**src/rtl/priority_interrupt_controller_unit_defines.svh**
```systemverilog
// assertion helpers used by the controller top module
`ifndef PRIORITY_INTERRUPT_CONTROLLER_UNIT_DEFINES_SVH
`define PRIORITY_INTERRUPT_CONTROLLER_UNIT_DEFINES_SVH

// same-cycle implication, off while reset is low
`define PIC_ASSERT_NOW(lbl, ck, rn, ante, cons, msg) \
	lbl: assert property (@(posedge ck) disable iff (!rn) (ante) |-> (cons)) \
		else $error(msg);

// next-cycle implication, off while reset is low
`define PIC_ASSERT_NEXT(lbl, ck, rn, ante, cons, msg) \
	lbl: assert property (@(posedge ck) disable iff (!rn) (ante) |=> (cons)) \
		else $error(msg);

`endif

```
**src/rtl/pic_pkg.sv**
```systemverilog
package pic_pkg;

	localparam int unsigned PIC_NUM_SOURCES = 8;

	// request kinds
	localparam logic [2:0] REQ_DATA_WR = 3'd0;
	localparam logic [2:0] REQ_CMD_WR  = 3'd1;
	localparam logic [2:0] REQ_DATA_RD = 3'd2;
	localparam logic [2:0] REQ_RAISE   = 3'd3;
	localparam logic [2:0] REQ_CLEAR   = 3'd4;
	localparam logic [2:0] REQ_EVAL    = 3'd5;

	// command codes, high nibble of a command write
	localparam logic [3:0] CMD_RESET        = 4'd0;
	localparam logic [3:0] CMD_CLR_REQ_MASK = 4'd2;
	localparam logic [3:0] CMD_SET_MASK     = 4'd3;
	localparam logic [3:0] CMD_CLR_REQ      = 4'd4;
	localparam logic [3:0] CMD_CLR_LOW_ISR  = 4'd6;
	localparam logic [3:0] CMD_CLR_ISR      = 4'd7;
	localparam logic [3:0] CMD_MODE_A       = 4'd8;
	localparam logic [3:0] CMD_MODE_B       = 4'd9;
	localparam logic [3:0] CMD_PRESEL       = 4'd10;
	localparam logic [3:0] CMD_PTR_MASK     = 4'd11;
	localparam logic [3:0] CMD_PTR_ACR      = 4'd12;
	localparam logic [3:0] CMD_PTR_VEC      = 4'd14;

	// data port pointer targets other than the vectors
	localparam logic [3:0] PTR_MASK_REG = 4'd8;
	localparam logic [3:0] PTR_ACR_REG  = 4'd9;

	// read preselect
	localparam logic [1:0] PRESEL_ISR  = 2'd0;
	localparam logic [1:0] PRESEL_MASK = 2'd1;
	localparam logic [1:0] PRESEL_REQ  = 2'd2;
	localparam logic [1:0] PRESEL_ACR  = 2'd3;

	// master mask control in the preselect command
	localparam logic [1:0] MASTER_SET = 2'd1;
	localparam logic [1:0] MASTER_CLR = 2'd2;

	localparam logic [7:0] VECTOR_MASK = 8'hFC;

	typedef struct packed {
		logic       master;
		logic [1:0] presel;
		logic [4:0] load;
	} pic_mode_t;

	typedef struct packed {
		logic [7:0] req;
		logic [7:0] mask;
		logic [7:0] svc;
		logic [7:0] acr;
		pic_mode_t  mode;
		logic [3:0] ptr;
	} pic_state_t;

	localparam pic_state_t PIC_STATE_RESET = '{
		req: 8'h00, mask: 8'hFF, svc: 8'h00, acr: 8'h00, mode: '0, ptr: 4'h0
	};

	// vector table update from one request
	typedef struct packed {
		logic       we;
		logic [2:0] idx;
		logic [7:0] data;
		logic       clr;
	} pic_vec_wr_t;

	function automatic logic [7:0] lowest_one(input logic [7:0] x);
		return x & (~x + 8'd1);
	endfunction

	function automatic logic [7:0] src_mask(input int unsigned n);
		logic [7:0] m;
		for (int unsigned i = 0; i < 8; i++) begin
			m[i] = (i < n);
		end
		return m;
	endfunction

endpackage

```
**src/rtl/priority_interrupt_controller_unit.sv**
```systemverilog
// eight-source vectored interrupt controller
// s_axis carries one request per transfer: a data-port write, a command-port
// write, a data-port read, a source raise or clear, or a plain re-evaluation.
// tuser holds the request kind, tdata the byte, source number and the two
// host levels (serial controller pending, interrupt enable).
// m_axis returns exactly one result per request: read byte (zero unless a
// read), request line, driven vector and the in-service register.
// a request is held in the input register; the controller state and the
// result register update together when it moves on, so each result is
// offered from the result register. one request per cycle is sustained while
// m_axis does not stall: the state update is a single combinational pass
// (command decode, priority pick over the sources) between those two
// registers.
// when m_axis stalls the result holds, the input register still takes one
// more request, then s_axis_tready drops until the result is taken.
// reset masks all sources, clears all other controller registers and vectors,
// drops the request line and empties both registers.
`include "priority_interrupt_controller_unit_defines.svh"

module priority_interrupt_controller_unit #(
	parameter int unsigned NUM_SOURCES = pic_pkg::PIC_NUM_SOURCES
) (
	input  logic        clk,
	input  logic        arst_n,
	input  logic        s_axis_tvalid,
	output logic        s_axis_tready,
	// write_value[7:0], source_index[10:8], duart_pending[11],
	// interrupt_enable[12], zero[15:13]
	input  logic [15:0] s_axis_tdata,
	// req_type[2:0]
	input  logic [2:0]  s_axis_tuser,
	output logic        m_axis_tvalid,
	input  logic        m_axis_tready,
	// read_data[7:0], irq_request[8], irq_vector[16:9], in_service[24:17],
	// zero[31:25]
	output logic [31:0] m_axis_tdata
);
	import pic_pkg::*;

	localparam logic [7:0] SRC_MASK = src_mask(NUM_SOURCES);

	// input register
	logic       valid_s1;
	logic [2:0] req_type_s1;
	logic [7:0] wval_s1;
	logic [2:0] src_s1;
	logic       duart_s1;
	logic       ien_s1;

	// result register
	logic       valid_s2;
	logic [7:0] rdata_s2;

	// controller state
	pic_state_t st_q;
	logic [7:0] vec_q [NUM_SOURCES];
	logic       line_q;
	logic [7:0] dvec_q;

	pic_state_t  st_act;
	pic_vec_wr_t vec_wr;
	logic [7:0]  rdata_nxt;
	logic [7:0]  vec_nxt [NUM_SOURCES];
	pic_state_t  st_nxt;
	logic        line_nxt;
	logic [7:0]  dvec_nxt;
	logic        do_eval;
	logic        adv;

	assign adv           = valid_s1 && (!valid_s2 || m_axis_tready);
	assign s_axis_tready = !valid_s1 || adv;
	assign do_eval       = req_type_s1 != REQ_DATA_RD;

	always_ff @(posedge clk or negedge arst_n) begin
		if (!arst_n) begin
			valid_s1 <= 1'b0;
		end else if (s_axis_tready) begin
			valid_s1 <= s_axis_tvalid;
		end
	end

	always_ff @(posedge clk) begin
		if (s_axis_tvalid && s_axis_tready) begin
			req_type_s1 <= s_axis_tuser;
			wval_s1     <= s_axis_tdata[7:0];
			src_s1      <= s_axis_tdata[10:8];
			duart_s1    <= s_axis_tdata[11];
			ien_s1      <= s_axis_tdata[12];
		end
	end

	pic_action #(
		.NUM_SOURCES(NUM_SOURCES)
	) u_action (
		.cur         (st_q),
		.req_type    (req_type_s1),
		.write_value (wval_s1),
		.source_index(src_s1),
		.nxt         (st_act),
		.vec_wr      (vec_wr),
		.read_data   (rdata_nxt)
	);

	for (genvar i = 0; i < NUM_SOURCES; i++) begin : g_vec
		always_comb begin
			if (vec_wr.clr) begin
				vec_nxt[i] = 8'h00;
			end else if (vec_wr.we && vec_wr.idx == 3'(i)) begin
				vec_nxt[i] = vec_wr.data;
			end else begin
				vec_nxt[i] = vec_q[i];
			end
		end

		always_ff @(posedge clk or negedge arst_n) begin
			if (!arst_n) begin
				vec_q[i] <= 8'h00;
			end else if (adv) begin
				vec_q[i] <= vec_nxt[i];
			end
		end
	end

	pic_resolve #(
		.NUM_SOURCES(NUM_SOURCES)
	) u_resolve (
		.st_in           (st_act),
		.vec             (vec_nxt),
		.do_eval         (do_eval),
		.duart_pending   (duart_s1),
		.interrupt_enable(ien_s1),
		.line_in         (line_q),
		.dvec_in         (dvec_q),
		.st_out          (st_nxt),
		.line_out        (line_nxt),
		.dvec_out        (dvec_nxt)
	);

	always_ff @(posedge clk or negedge arst_n) begin
		if (!arst_n) begin
			st_q     <= PIC_STATE_RESET;
			line_q   <= 1'b0;
			dvec_q   <= 8'h00;
			valid_s2 <= 1'b0;
		end else begin
			if (adv) begin
				st_q     <= st_nxt;
				line_q   <= line_nxt;
				dvec_q   <= dvec_nxt;
				valid_s2 <= 1'b1;
			end else if (m_axis_tready) begin
				valid_s2 <= 1'b0;
			end
		end
	end

	always_ff @(posedge clk) begin
		if (adv) begin
			rdata_s2 <= rdata_nxt;
		end
	end

	// line, vector and in-service only change together with the result register
	assign m_axis_tvalid = valid_s2;
	assign m_axis_tdata  = {7'b0, st_q.svc, dvec_q, line_q, rdata_s2};

	`PIC_ASSERT_NOW(a_line_has_service, clk, arst_n, line_q, st_q.svc != 8'h00,
		"request line up with empty in-service register")
	`PIC_ASSERT_NEXT(a_read_keeps_state, clk, arst_n, adv && !do_eval,
		$stable(st_q) && $stable(line_q) && $stable(dvec_q),
		"data read changed controller state")
	`PIC_ASSERT_NEXT(a_master_off_drops, clk, arst_n,
		adv && do_eval && !st_nxt.mode.master, !line_q,
		"request line up with master mask clear")
	`PIC_ASSERT_NOW(a_vector_aligned, clk, arst_n, 1'b1, dvec_q[1:0] == 2'b00,
		"driven vector not aligned")
	`PIC_ASSERT_NOW(a_no_foreign_req, clk, arst_n, 1'b1, (st_q.req & ~SRC_MASK) == 8'h00,
		"request bit set beyond the source count")

endmodule

```
**src/rtl/pic_action.sv**
```systemverilog
module pic_action #(
	parameter int unsigned NUM_SOURCES = pic_pkg::PIC_NUM_SOURCES
) (
	input  pic_pkg::pic_state_t  cur,
	input  logic [2:0]           req_type,
	input  logic [7:0]           write_value,
	input  logic [2:0]           source_index,
	output pic_pkg::pic_state_t  nxt,
	output pic_pkg::pic_vec_wr_t vec_wr,
	output logic [7:0]           read_data
);
	import pic_pkg::*;

	localparam logic [7:0] SRC_MASK = src_mask(NUM_SOURCES);
	localparam logic [3:0] NUM_W    = 4'(NUM_SOURCES);

	logic [3:0] cmd;
	logic       one;
	logic [7:0] cmd_bit;
	logic [7:0] src_bit;
	logic       src_ok;

	assign cmd     = write_value[7:4];
	assign one     = write_value[3];
	assign cmd_bit = 8'd1 << write_value[2:0];
	assign src_bit = 8'd1 << source_index;
	assign src_ok  = {1'b0, source_index} < NUM_W;

	always_comb begin
		nxt       = cur;
		vec_wr    = '0;
		read_data = 8'h00;
		unique case (req_type)
			REQ_DATA_WR: begin
				if (cur.ptr == PTR_MASK_REG) begin
					nxt.mask = write_value;
				end else if (cur.ptr == PTR_ACR_REG) begin
					nxt.acr = write_value;
				end else begin
					vec_wr.we   = 1'b1;
					vec_wr.idx  = cur.ptr[2:0];
					vec_wr.data = write_value & VECTOR_MASK;
				end
			end
			REQ_CMD_WR: begin
				unique case (cmd)
					CMD_RESET: begin
						nxt        = PIC_STATE_RESET;
						vec_wr.clr = 1'b1;
					end
					CMD_CLR_REQ_MASK: begin
						if (one) begin
							nxt.req  = cur.req & ~cmd_bit;
							nxt.mask = cur.mask & ~cmd_bit;
						end else begin
							nxt.req  = 8'h00;
							nxt.mask = 8'h00;
						end
					end
					CMD_SET_MASK: nxt.mask = one ? (cur.mask | cmd_bit) : 8'hFF;
					CMD_CLR_REQ:  nxt.req = one ? (cur.req & ~cmd_bit) : 8'h00;
					CMD_CLR_LOW_ISR: nxt.svc = cur.svc & ~lowest_one(cur.svc & SRC_MASK);
					CMD_CLR_ISR:  nxt.svc = one ? (cur.svc & ~cmd_bit) : 8'h00;
					CMD_MODE_A, CMD_MODE_B: nxt.mode.load = write_value[4:0];
					CMD_PRESEL: begin
						nxt.mode.presel = write_value[3:2];
						if (write_value[1:0] == MASTER_SET) begin
							nxt.mode.master = 1'b1;
						end else if (write_value[1:0] == MASTER_CLR) begin
							nxt.mode.master = 1'b0;
						end
					end
					CMD_PTR_MASK: nxt.ptr = PTR_MASK_REG;
					CMD_PTR_ACR:  nxt.ptr = PTR_ACR_REG;
					CMD_PTR_VEC:  nxt.ptr = {1'b0, write_value[2:0]};
					default: ;
				endcase
			end
			REQ_DATA_RD: begin
				unique case (cur.mode.presel)
					PRESEL_ISR:  read_data = cur.svc;
					PRESEL_MASK: read_data = cur.mask;
					PRESEL_REQ:  read_data = cur.req;
					PRESEL_ACR:  read_data = cur.acr;
				endcase
			end
			REQ_RAISE: begin
				if (src_ok) begin
					nxt.req = cur.req | src_bit;
				end
			end
			REQ_CLEAR: begin
				if (src_ok) begin
					nxt.req = cur.req & ~src_bit;
				end
			end
			REQ_EVAL: ;
			default: ;
		endcase
	end

endmodule

```
**src/rtl/pic_resolve.sv**
```systemverilog
module pic_resolve #(
	parameter int unsigned NUM_SOURCES = pic_pkg::PIC_NUM_SOURCES
) (
	input  pic_pkg::pic_state_t st_in,
	input  logic [7:0]          vec [NUM_SOURCES],
	input  logic                do_eval,
	input  logic                duart_pending,
	input  logic                interrupt_enable,
	input  logic                line_in,
	input  logic [7:0]          dvec_in,
	output pic_pkg::pic_state_t st_out,
	output logic                line_out,
	output logic [7:0]          dvec_out
);
	import pic_pkg::*;

	localparam logic [7:0] SRC_MASK = src_mask(NUM_SOURCES);

	logic [7:0] pending;
	logic [7:0] win;
	logic [7:0] win_vec;

	always_comb begin
		pending = '0;
		win     = '0;
		win_vec = '0;
		st_out   = st_in;
		line_out = line_in;
		dvec_out = dvec_in;
		if (do_eval) begin
			st_out.req[0] = duart_pending;
			if (!(interrupt_enable && st_in.mode.master)) begin
				line_out = 1'b0;
			end else begin
				pending = st_out.req & ~st_in.mask & SRC_MASK;
				win     = lowest_one(pending);
				// win is one-hot, so an or-mux picks the vector
				for (int unsigned i = 0; i < NUM_SOURCES; i++) begin
					if (win[i]) begin
						win_vec = win_vec | vec[i];
					end
				end
				if (pending != 8'h00) begin
					st_out.svc = st_in.svc | win;
					st_out.req = st_out.req & ~(win & st_in.acr);
					line_out   = 1'b1;
					dvec_out   = win_vec;
				end else begin
					line_out = 1'b0;
				end
			end
		end
	end

endmodule

```
**config.mk**
```make
export PLATFORM = sky130hd
export DESIGN_NAME = priority_interrupt_controller_unit
export DESIGN_NICKNAME = d
export VERILOG_FILES = /design/src/rtl/pic_pkg.sv /design/src/rtl/priority_interrupt_controller_unit.sv /design/src/rtl/pic_action.sv /design/src/rtl/pic_resolve.sv
export VERILOG_INCLUDE_DIRS = /design/src /design/src/rtl
export SDC_FILE = /design/constraint.sdc
export NUM_CORES = 1
export LEC_CHECK = 0
export BUFFER_PORTS_ARGS = -buffer_cell sky130_fd_sc_hd__buf_2
export CELL_PAD_IN_SITES_DETAIL_PLACEMENT = 0
export CELL_PAD_IN_SITES_GLOBAL_PLACEMENT = 2
export CORE_ASPECT_RATIO = 0.5
export CORE_MARGIN = 1
export CORE_UTILIZATION = 40
export DETAILED_ROUTE_END_ITERATION = 16
export HOLD_SLACK_MARGIN = 0.03
export PLACE_DENSITY = 0.86
export SYNTH_ARGS = -nofsm -noshare
export SYNTH_HDL_FRONTEND = slang
export SYNTH_HIERARCHICAL = 1
export SYNTH_SLANG_ARGS = --single-unit
```
**constraint.sdc**
```tcl
create_clock -name clk -period 3.7 [get_ports clk]
set_input_delay 0.37 -clock clk [delete_from_list [all_inputs] [get_ports clk]]
set_output_delay 0.37 -clock clk [all_outputs]
set_load 0.02 [all_outputs]
```
==> results.sh, run 1 <==
export IMPL_outcome="complete, but fails checks"
export IMPL_violations="design-rule violations"
export IMPL_r2r_cells=10
export IMPL_rr_startpoint="wval_s1[7]"
export IMPL_final_max_slew_viol_count=0
export IMPL_grt_pass1_wl_um=46890
export IMPL_critPathKind="register to register"
export IMPL_required_ns=4.03
export IMPL_drt_wl_total_um=29940
export IMPL_end_kind="register"
export IMPL_crit_arrival_ns=3.88
export IMPL_seqPwrFrac=0.356
export IMPL_ctsHoldBuffers=0
export IMPL_worst_hold_slack_ns=0.07768
export IMPL_antennaDiodeCount=0
export IMPL_tightest_slew_ns=1.147
export IMPL_grt_start_max_net_pins=84
export IMPL_cts_clk_slew_worst_paths_ns=0.07
export IMPL_die_height_um=110.8
export IMPL_finalHoldViolCount=0
export IMPL_power_density_nw_per_um2=571.4
export IMPL_final_setup_skew_ns=0.01568
export IMPL_critPathLaunch="wval_s1[7]"
export IMPL_grt_pass1_vias=7828
export IMPL_port_buffers=46
export IMPL_antenna_found_initial=0
export IMPL_r2r_end="m_axis_tdata[18]"
export IMPL_fin_crit_sh=0.9615
export IMPL_setup_tns_ns=0
export IMPL_clkPwrFrac=0.275
export IMPL_h_tree_depth=4
export IMPL_numCtsBuffers=17
export IMPL_p_total_w=0.005949
export IMPL_initial_utilization=0.4109
export IMPL_avgViaCountPerCell=6.130
export IMPL_intPower_w=0.003756
export IMPL_wl_per_cell_um=22.49
export IMPL_syn_cell_area_sq_um=9463
export IMPL_cp_endpoint="m_axis_tdata[18]"
export IMPL_final_fill_count=2249
export IMPL_p_leak_nw=4.215
export IMPL_netSwitchingPower_w=0.002193
export IMPL_critPathLaunchType="register"
export IMPL_die_w_um=219.5
export IMPL_gp_congestion=0.9019
export IMPL_cts_sinks=138
export IMPL_fin_nets=1034
export IMPL_cts_buffer_depth=2
export IMPL_antenna_left=0
export IMPL_r2r_slack_ns=0.14
export IMPL_vias=8159
export IMPL_syn_area_per_cell_sq_um=9.314
export IMPL_route_detailed_drc=3
export IMPL_drt_iter0_drc=916
export IMPL_ios=57
export IMPL_grt_usage=0.2554
export IMPL_final_cell_mix="156 x nand2_1, 106 x dfrtp_1, 90 x a21oi_1, 68 x nor3b_1, 64 x a221o_1"
export IMPL_worst_slack_ns=0.1426
export IMPL_slew_headroom=0.2336
export IMPL_drive_above_1_share=0.2363
export IMPL_place_hpwl_um=19900
export IMPL_cp_max_fo=7
export IMPL_core_area_sq_um=23030
export IMPL_clk_latency_ns=0.45
export IMPL_vdd_drop_max_v=0.0003612
export IMPL_die_area_sq_um=24310
export IMPL_layout_commonest_cell="nand2_1"
export IMPL_p_comb_frac=0.369
export IMPL_cts_tree="yes"
export IMPL_syn2layout_area_growth_pct=10.02
export IMPL_syn_instance_count=1016
export IMPL_hold_class="primary input to asynchronous set/reset pin"
export IMPL_final_util=0.4520
export IMPL_switching_share=0.3687
export IMPL_maxCapViolCount=0
export IMPL_grt_ovfl_total=0
export IMPL_ys_warnings_count=6
export IMPL_max_freq_ghz=0.2811
export IMPL_dp_slack_ns=0.1355
export IMPL_dr_pass1_iters=13
export IMPL_cts_root_buf="clkbuf_16"
export IMPL_num_rows=39
export IMPL_finalCriticalPeriod_ns=3.557
export IMPL_setup_viol=0
## cell type report
class                   count  area, sq um  share of cell area
multi-input cells         732         5119              0.4916
flip-flops and latches    138         3583              0.3442
repair buffers            108        723.2             0.06946
clock buffers              20        456.7             0.04387
well taps                 307        384.1             0.03689
clock inverters            12        92.59            0.008893
inverters                  14        52.55            0.005047
## power by group through the flow
| stage | clock (W) | combinational [W] | sequential (W) |
|---|---|---|---|
| after floorplan | 0 | 0.00157 | 0.00205 |
| after global placement | 0 | 0.00212 | 0.00213 |
| after global routing | 0.00174 | 0.00235 | 0.00216 |
| final | 0.00164 | 0.00220 | 0.00212 |
| after detailed placement | 0 | 0.00214 | 0.00214 |
| after CTS | 0.00166 | 0.00216 | 0.00212 |
## worst min path at each step
stage | start | endpoint | slack (ns) | cells after the start
after global routing | s_axis_tdata[1] | wval_s1[1] | 0.07 | 1
final | arst_n | st_q[3] | 0.08 | 1
after global placement | vec_q[5] | vec_q[5] | 0.51 | 1
after floorplan | arst_n | dvec_q[0] | 0.07 | 0
after detailed placement | vec_q[14] | vec_q[14] | 0.52 | 1
after CTS | s_axis_tdata[5] | wval_s1[5] | 0.08 | 1
## stage by stage
stage / std cells / area [sq um]
6_report: 1331 / 10410
3_3_place_gp: 1298 / 9839
3_5_place_dp: 1298 / 9839
4_1_cts: 1330 / 10390
5_1_grt: 1331 / 10410
2_1_floorplan: 1023 / 9489
## critical path, stage by stage, from the launching register on
cell and delay (ns):
edfxtp_1 0.48, or3_1 0.48, nor3_4 0.43, a221oi_1 0.09
o21ai_0 0.20, nand2b_1 0.27, nand3_1 0.19, o41a_1 0.57
buf_4 0.22, a31o_2 0.24, mux2_2 0.25
## state kept, by name, indices dropped and copies added (netlist names), 3 cells and up
register / count
vec_q: 64
st_q: 31
dvec_q: 8
m_axis_tdata: 8
rdata_s2: 8
wval_s1: 8
req_type_s1: 3
src_s1: 3
## per-layer routing
metal,vias to the layer above,global-route usage,routed length [um]
li1,3723,-,-
met1,4072,0.3655,13840
met2,306,0.3811,13240
met3,58,0.04774,1942
met4,0,0.09444,914
met5,-,0,0
## timing repair
item                                   in CTS  in global routing
buffers inserted                            0                  1
setup endpoints to repair                   0                 13
gates resized for setup                     0                  8
endpoints found under the hold margin       0                  0
No activity file was read; power rests on OpenSTA's default activity.
==> run 2, diff against run 1 <==
HOLD_SLACK_MARGIN = 0.1   (was 0.03)
==> results.sh, run 2 (synthesis gave the netlist of run 1 again) <==
export IMPL_outcome="complete, but fails checks"
export IMPL_violations="design-rule violations"
export IMPL_slew_headroom=0.2104
export IMPL_final_max_slew_viol_count=0
export IMPL_fin_nets=1050
export IMPL_grt_usage=0.2573
export IMPL_largest_registers="vec_q x64, st_q x31"
export IMPL_gp_congestion=0.9019
export IMPL_core_area_sq_um=23030
export IMPL_final_cell_mix="156 x nand2_1, 106 x dfrtp_1, 90 x a21oi_1, 68 x nor3b_1, 64 x a221o_1"
export IMPL_final_cell_area_sq_um=10570
export IMPL_antennaDiodeCount=0
export IMPL_maxCapViolCount=0
export IMPL_setup_viol=0
export IMPL_die_height_um=110.8
export IMPL_drt_wl_total_um=30040
export IMPL_cts_tree="yes"
export IMPL_wl_met3_um=1872
export IMPL_cp_max_fo=7
export IMPL_final_fill_count=2237
export IMPL_required_ns=4.03
export IMPL_finalHoldViolCount=0
export IMPL_hold_class="primary input to asynchronous set/reset pin"
export IMPL_wl_per_cell_um=22.30
export IMPL_grt_pass1_wl_um=47270
export IMPL_vdd_drop_max_v=0.0003609
export IMPL_top_layer="met4"
export IMPL_layout_commonest_cell="nand2_1"
export IMPL_largest_register_ffs=64
export IMPL_tightest_slew_ns=1.182
export IMPL_switching_share=0.3683
export IMPL_clk_latency_ns=0.45
export IMPL_avgViaCountPerCell=6.084
export IMPL_critPathLaunchType="register"
export IMPL_cts_root_buf="clkbuf_16"
export IMPL_critPathKind="register to register"
export IMPL_seqCellArea_sq_um=3583
export IMPL_port_buffers=46
export IMPL_clkPwrFrac=0.275
export IMPL_grt_pass1_vias=7940
export IMPL_crit_buf_inv=1
export IMPL_dr_wl_met2_um=13410
export IMPL_p_leak_nw=4.282
export IMPL_crit_arrival_ns=3.93
export IMPL_drt_iter0_drc=834
export IMPL_die_area_sq_um=24310
export IMPL_placed_cell_area_sq_um=9839
export IMPL_die_w_um=219.5
export IMPL_initial_utilization=0.4109
export IMPL_route_detailed_drc=3
export IMPL_fin_crit_sh=0.9726
export IMPL_dr_pass1_iters=11
export IMPL_worst_slack_ns=0.1013
export IMPL_max_stage_delay_ns=0.57
export IMPL_intPower_w=0.003767
export IMPL_rsz0062_at_grt="false"
export IMPL_cts_sinks=138
export IMPL_m1WireLength_um=13890
export IMPL_antenna_found_initial=0
export IMPL_syn2layout_area_growth_pct=11.72
export IMPL_max_freq_ghz=0.2779
export IMPL_grt_ovfl_total=0
export IMPL_multi_input_area_sq_um=5119
export IMPL_crit_family="simple AND/OR/NAND/NOR gates"
export IMPL_final_setup_skew_ns=0.01273
export IMPL_crit_path_top_delay_cell="o41a_1"
export IMPL_vias=8195
export IMPL_final_util=0.4590
export IMPL_power_density_nw_per_um2=564.1
export IMPL_antenna_left=0
export IMPL_drive_above_1_share=0.2327
export IMPL_num_rows=39
export IMPL_cts_clk_slew_worst_paths_ns=0.07
export IMPL_ios=57
export IMPL_h_tree_depth=4
export IMPL_grt_start_max_net_pins=84
export IMPL_end_kind="register"
export IMPL_cts_buffer_depth=2
export IMPL_finalCriticalPeriod_ns=3.599
export IMPL_top_register="vec_q"
export IMPL_p_comb_frac=0.370
export IMPL_dp_slack_ns=0.1355
export IMPL_seqPwrFrac=0.355
export IMPL_crit_chain="or3_1 -> nor3_4 -> a221oi_1 -> o21ai_0 -> nand2b_1 -> nand3_1 -> o41a_1 -> buf_4 -> a31o_2 -> mux2_2"
export IMPL_netSwitchingPower_w=0.002196
export IMPL_place_hpwl_um=19900
export IMPL_setup_tns_ns=0
export IMPL_numCtsBuffers=17
==> run 2: cell types whose count changed in the layout (fill, tap and decap cells not counted), sizes merged <==
cell	previous run	this run
dlygate4sd3	0	16
==> run 2: layout make-up <==
type / instances / area share
multi-input cells: 732 / 0.4842
flip-flops and latches: 138 / 0.3390
inverters: 14 / 0.004971
clock buffers: 20 / 0.04320
repair buffers: 124 / 0.08356
well taps: 307 / 0.03634
clock inverters: 12 / 0.008758
==> run 2: worst reg2reg max path, cell delays in order (launching register included) <==
cell      delay [ns]
edfxtp_1        0.49
or3_1           0.49
nor3_4          0.46
a221oi_1        0.09
o21ai_0         0.20
nand2b_1        0.27
nand3_1         0.20
o41a_1          0.58
buf_4           0.21
a31o_2          0.25
mux2_2          0.25
==> run 2: power by group through the flow <==
| stage | Sequential (W) | Clock, W | Combinational, W |
|---|---|---|---|
| floorplan | 0.00205 | 0 | 0.00157 |
| global placement | 0.00213 | 0 | 0.00212 |
| detailed placement | 0.00214 | 0 | 0.00214 |
| CTS | 0.00212 | 0.00166 | 0.00217 |
| global route | 0.00216 | 0.00174 | 0.00237 |
| finish | 0.00212 | 0.00164 | 0.00221 |
==> run 2: what timing repair did <==
item,in CTS,in global routing
endpoints found under the hold margin,16,0
gates resized for setup,0,8
endpoints found under the setup margin,0,11
buffers inserted,0,1
hold buffers,16,0
==> run 2: worst paths after layout <==
check | from | endpoint | slack [ns] | cells past startpoint
max | wval_s1[7] | m_axis_tdata[18] | 0.10 | 10
max reg2reg | wval_s1[7] | m_axis_tdata[18] | 0.10 | 10
max in group asynchronous | arst_n | st_q[29] | 2.65 | 2
min | arst_n | st_q[3] | 0.07 | 1
min in group clk | s_axis_tvalid | valid_s1 | 0.12 | 2
min reg2reg | vec_q[39] | vec_q[39] | 0.53 | 1
==> run 2: through the flow <==
step           hold WS [ns]  power, W  cells
2_1_floorplan       0.07441  0.003624   1023
3_3_place_gp         0.5102  0.004252   1298
3_5_place_dp         0.5193  0.004280   1298
4_1_cts              0.1026  0.005946   1346
5_1_grt              0.1343  0.006274   1347
6_report            0.07293  0.005963   1347
==> run 2: routing by layer <==
metal	vias to the layer above	global-route usage
met5	-	0
met2	283	0.3874
met3	54	0.04774
met1	4106	0.3660
li1	3752	-
met4	0	0.09444
==> run 3, diff against run 2 <==
ABC_AREA = 1   (was default)
BUFFER_PORTS_ARGS = default   (was -buffer_cell sky130_fd_sc_hd__buf_2)
CORE_UTILIZATION = 36   (was 40)
DONT_BUFFER_PORTS = 1   (was default)
PLACE_DENSITY = 0.85   (was 0.86)
==> results.sh, run 3 <==
export IMPL_outcome="completed"
export IMPL_antennaDiodeCount=0
export IMPL_end_kind="register"
export IMPL_cts_root_buf="clkbuf_16"
export IMPL_num_rows=42
export IMPL_syn_area_per_cell_sq_um=6.419
export IMPL_final_util=0.4008
export IMPL_fin_crit_sh=0.9062
export IMPL_gp_congestion=0.9372
export IMPL_syn2layout_area_growth_pct=9.161
export IMPL_vias=9651
export IMPL_top_register="vec_q"
export IMPL_worstHoldEndpoint="m_axis_tvalid"
export IMPL_cts_buffer_depth=2
export IMPL_setup_viol=0
export IMPL_worstHoldPathCells=3
export IMPL_initial_utilization=0.3672
export IMPL_grt_start_max_net_pins=115
export IMPL_max_stage_delay_ns=0.65
export IMPL_final_fill_count=2848
export IMPL_die_w_um=234.4
export IMPL_finalCriticalPeriod_ns=3.353
export IMPL_critPathKind="register to register"
export IMPL_slew_headroom=0.3772
export IMPL_grt_ovfl_total=0
export IMPL_ios=57
export IMPL_dr_pass1_iters=5
export IMPL_numCtsBuffers=17
export IMPL_final_cell_mix="643 x nand2_1, 144 x nand3_1, 139 x inv_1, 106 x dfrtp_1, 96 x nor2_1"
export IMPL_required_ns=4.04
export IMPL_fin_nets=1507
export IMPL_worst_hold_slack_ns=0.1658
export IMPL_placed_cell_area_sq_um=9804
export IMPL_antenna_found_initial=1
export IMPL_largest_registers="vec_q x64, st_q x31"
export IMPL_cp_max_fo=18
export IMPL_grt_pass1_wl_um=51810
export IMPL_placed_cells=1798
export IMPL_wl_per_cell_um=17.64
export IMPL_core_area_sq_um=26490
export IMPL_port_buffers=0
export IMPL_die_area_sq_um=27710
export IMPL_cts_tree="yes"
export IMPL_cts_clk_slew_worst_paths_ns=0.06
export IMPL_tightest_slew_ns=0.9342
export IMPL_largest_register_ffs=64
export IMPL_drt_wl_total_um=32620
export IMPL_avgViaCountPerCell=5.220
export IMPL_cts_sinks=138
export IMPL_place_hpwl_um=22660
export IMPL_rr_startpoint="wval_s1[5]"
export IMPL_route_detailed_drc=0
export IMPL_postCtsSetupBuffers=0
export IMPL_drt_iter0_drc=1037
export IMPL_r2r_cells=17
export IMPL_grt_usage=0.2451
export IMPL_final_setup_skew_ns=0.007617
export IMPL_fin_cells=1849
export IMPL_layout_commonest_cell="nand2_1"
export IMPL_antenna_left=0
export IMPL_crit_arrival_ns=3.70
export IMPL_h_tree_depth=4
export IMPL_crit_chain="inv_1 -> nor2_2 -> nand2_1 -> nand2_1 -> nand2_1 -> nand2_1 -> nand2_1 -> nand3_1 -> nand2_1 -> nand2_1 -> clkinv_1 -> nand4_1 -> nand3_1 -> nor2_1 -> nor2_1 -> nand2_1 -> nand2_1"
export IMPL_critPathLaunchType="register"
export IMPL_rsz0062_at_grt="false"
export IMPL_r2r_slack_ns=0.35
export IMPL_setup_tns_ns=0
export IMPL_max_freq_ghz=0.2983
export IMPL_die_height_um=118.2
export IMPL_clk_latency_ns=0.45
export IMPL_syn_cell_area_sq_um=9724
export IMPL_final_cell_area_sq_um=10620
export IMPL_crit_path_top_delay_cell="edfxtp_1"
export IMPL_final_max_slew_viol_count=0
export IMPL_ys_warnings_count=6
export IMPL_drive_above_1_share=0.07214
export IMPL_vdd_drop_max_v=0.0002720
export IMPL_finalHoldViolCount=0
export IMPL_power_density_nw_per_um2=528.3
export IMPL_crit_top_cell="nand2_1"
export IMPL_grt_pass1_vias=9017
export IMPL_hold_class="primary input to register"
export IMPL_syn_instance_count=1515
export IMPL_maxCapViolCount=0
export IMPL_hp_start="m_axis_tready"
export IMPL_r2r_end="dvec_q[7]"
export IMPL_p_leak_nw=5.468
run 3: timing repair:
action                                 4_1_cts  5_1_grt
setup endpoints to repair                    0        6
gates resized for setup                      0        1
endpoints found under the hold margin      131        0
hold buffers                                19        0
run 3: critical path, delay by kind of cell, from the launching register on:
| kind | cells | cell delay [ns] |
|---|---|---|
| simple gates | 15 | 1.98 |
| flops | 1 | 0.65 |
| buf+inv | 2 | 0.62 |
run 3: worst max-delay path by stage:
stage | start | endpoint | slack (ns) | depth (start not counted)
after floorplan | req_type_s1[0] | dvec_q[0] | 0.95 | 22
after global placement | req_type_s1[0] | dvec_q[2] | 0.41 | 20
after detailed placement | req_type_s1[0] | dvec_q[2] | 0.33 | 20
after CTS | req_type_s1[0] | dvec_q[2] | 0.30 | 20
after global routing | wval_s1[5] | dvec_q[0] | 0.002 | 19
final | wval_s1[5] | dvec_q[7] | 0.35 | 17
run 3: stage by stage:
step / worst slack (ns) / total power [W]
5_1_grt: 0.001784 / 0.005972
3_5_place_dp: 0.3347 / 0.003787
2_1_floorplan: 0.9513 / 0.003356
3_3_place_gp: 0.4108 / 0.003769
4_1_cts: 0.3043 / 0.005640
6_report: 0.3472 / 0.005608
run 3: power by group:
part / switching [W] / internal, W
combinational: 0.00130 / 0.000508
sequential: 0.000259 / 0.00177
clock: 0.000718 / 0.00106
run 3: layout make-up:
type                            count  area, sq um  share of cell area
Multi-Input combinational cell   1132         5022              0.4731
Clock inverter                     15        175.2             0.01650
Sequential cell                   138         3583              0.3376
Timing Repair Buffer               45        402.9             0.03795
Tap cell                          352        440.4             0.04149
Inverter                          150        565.5             0.05328
Clock buffer                       17        425.4             0.04008
run 3: metal layers:
layer	routed length, um	GRT usage	up-vias
met2	14180	0.3603	304
li1	-	-	4743
met1	15550	0.3538	4559
met3	2254	0.06178	45
met4	624	0.06613	0
met5	0	0	-
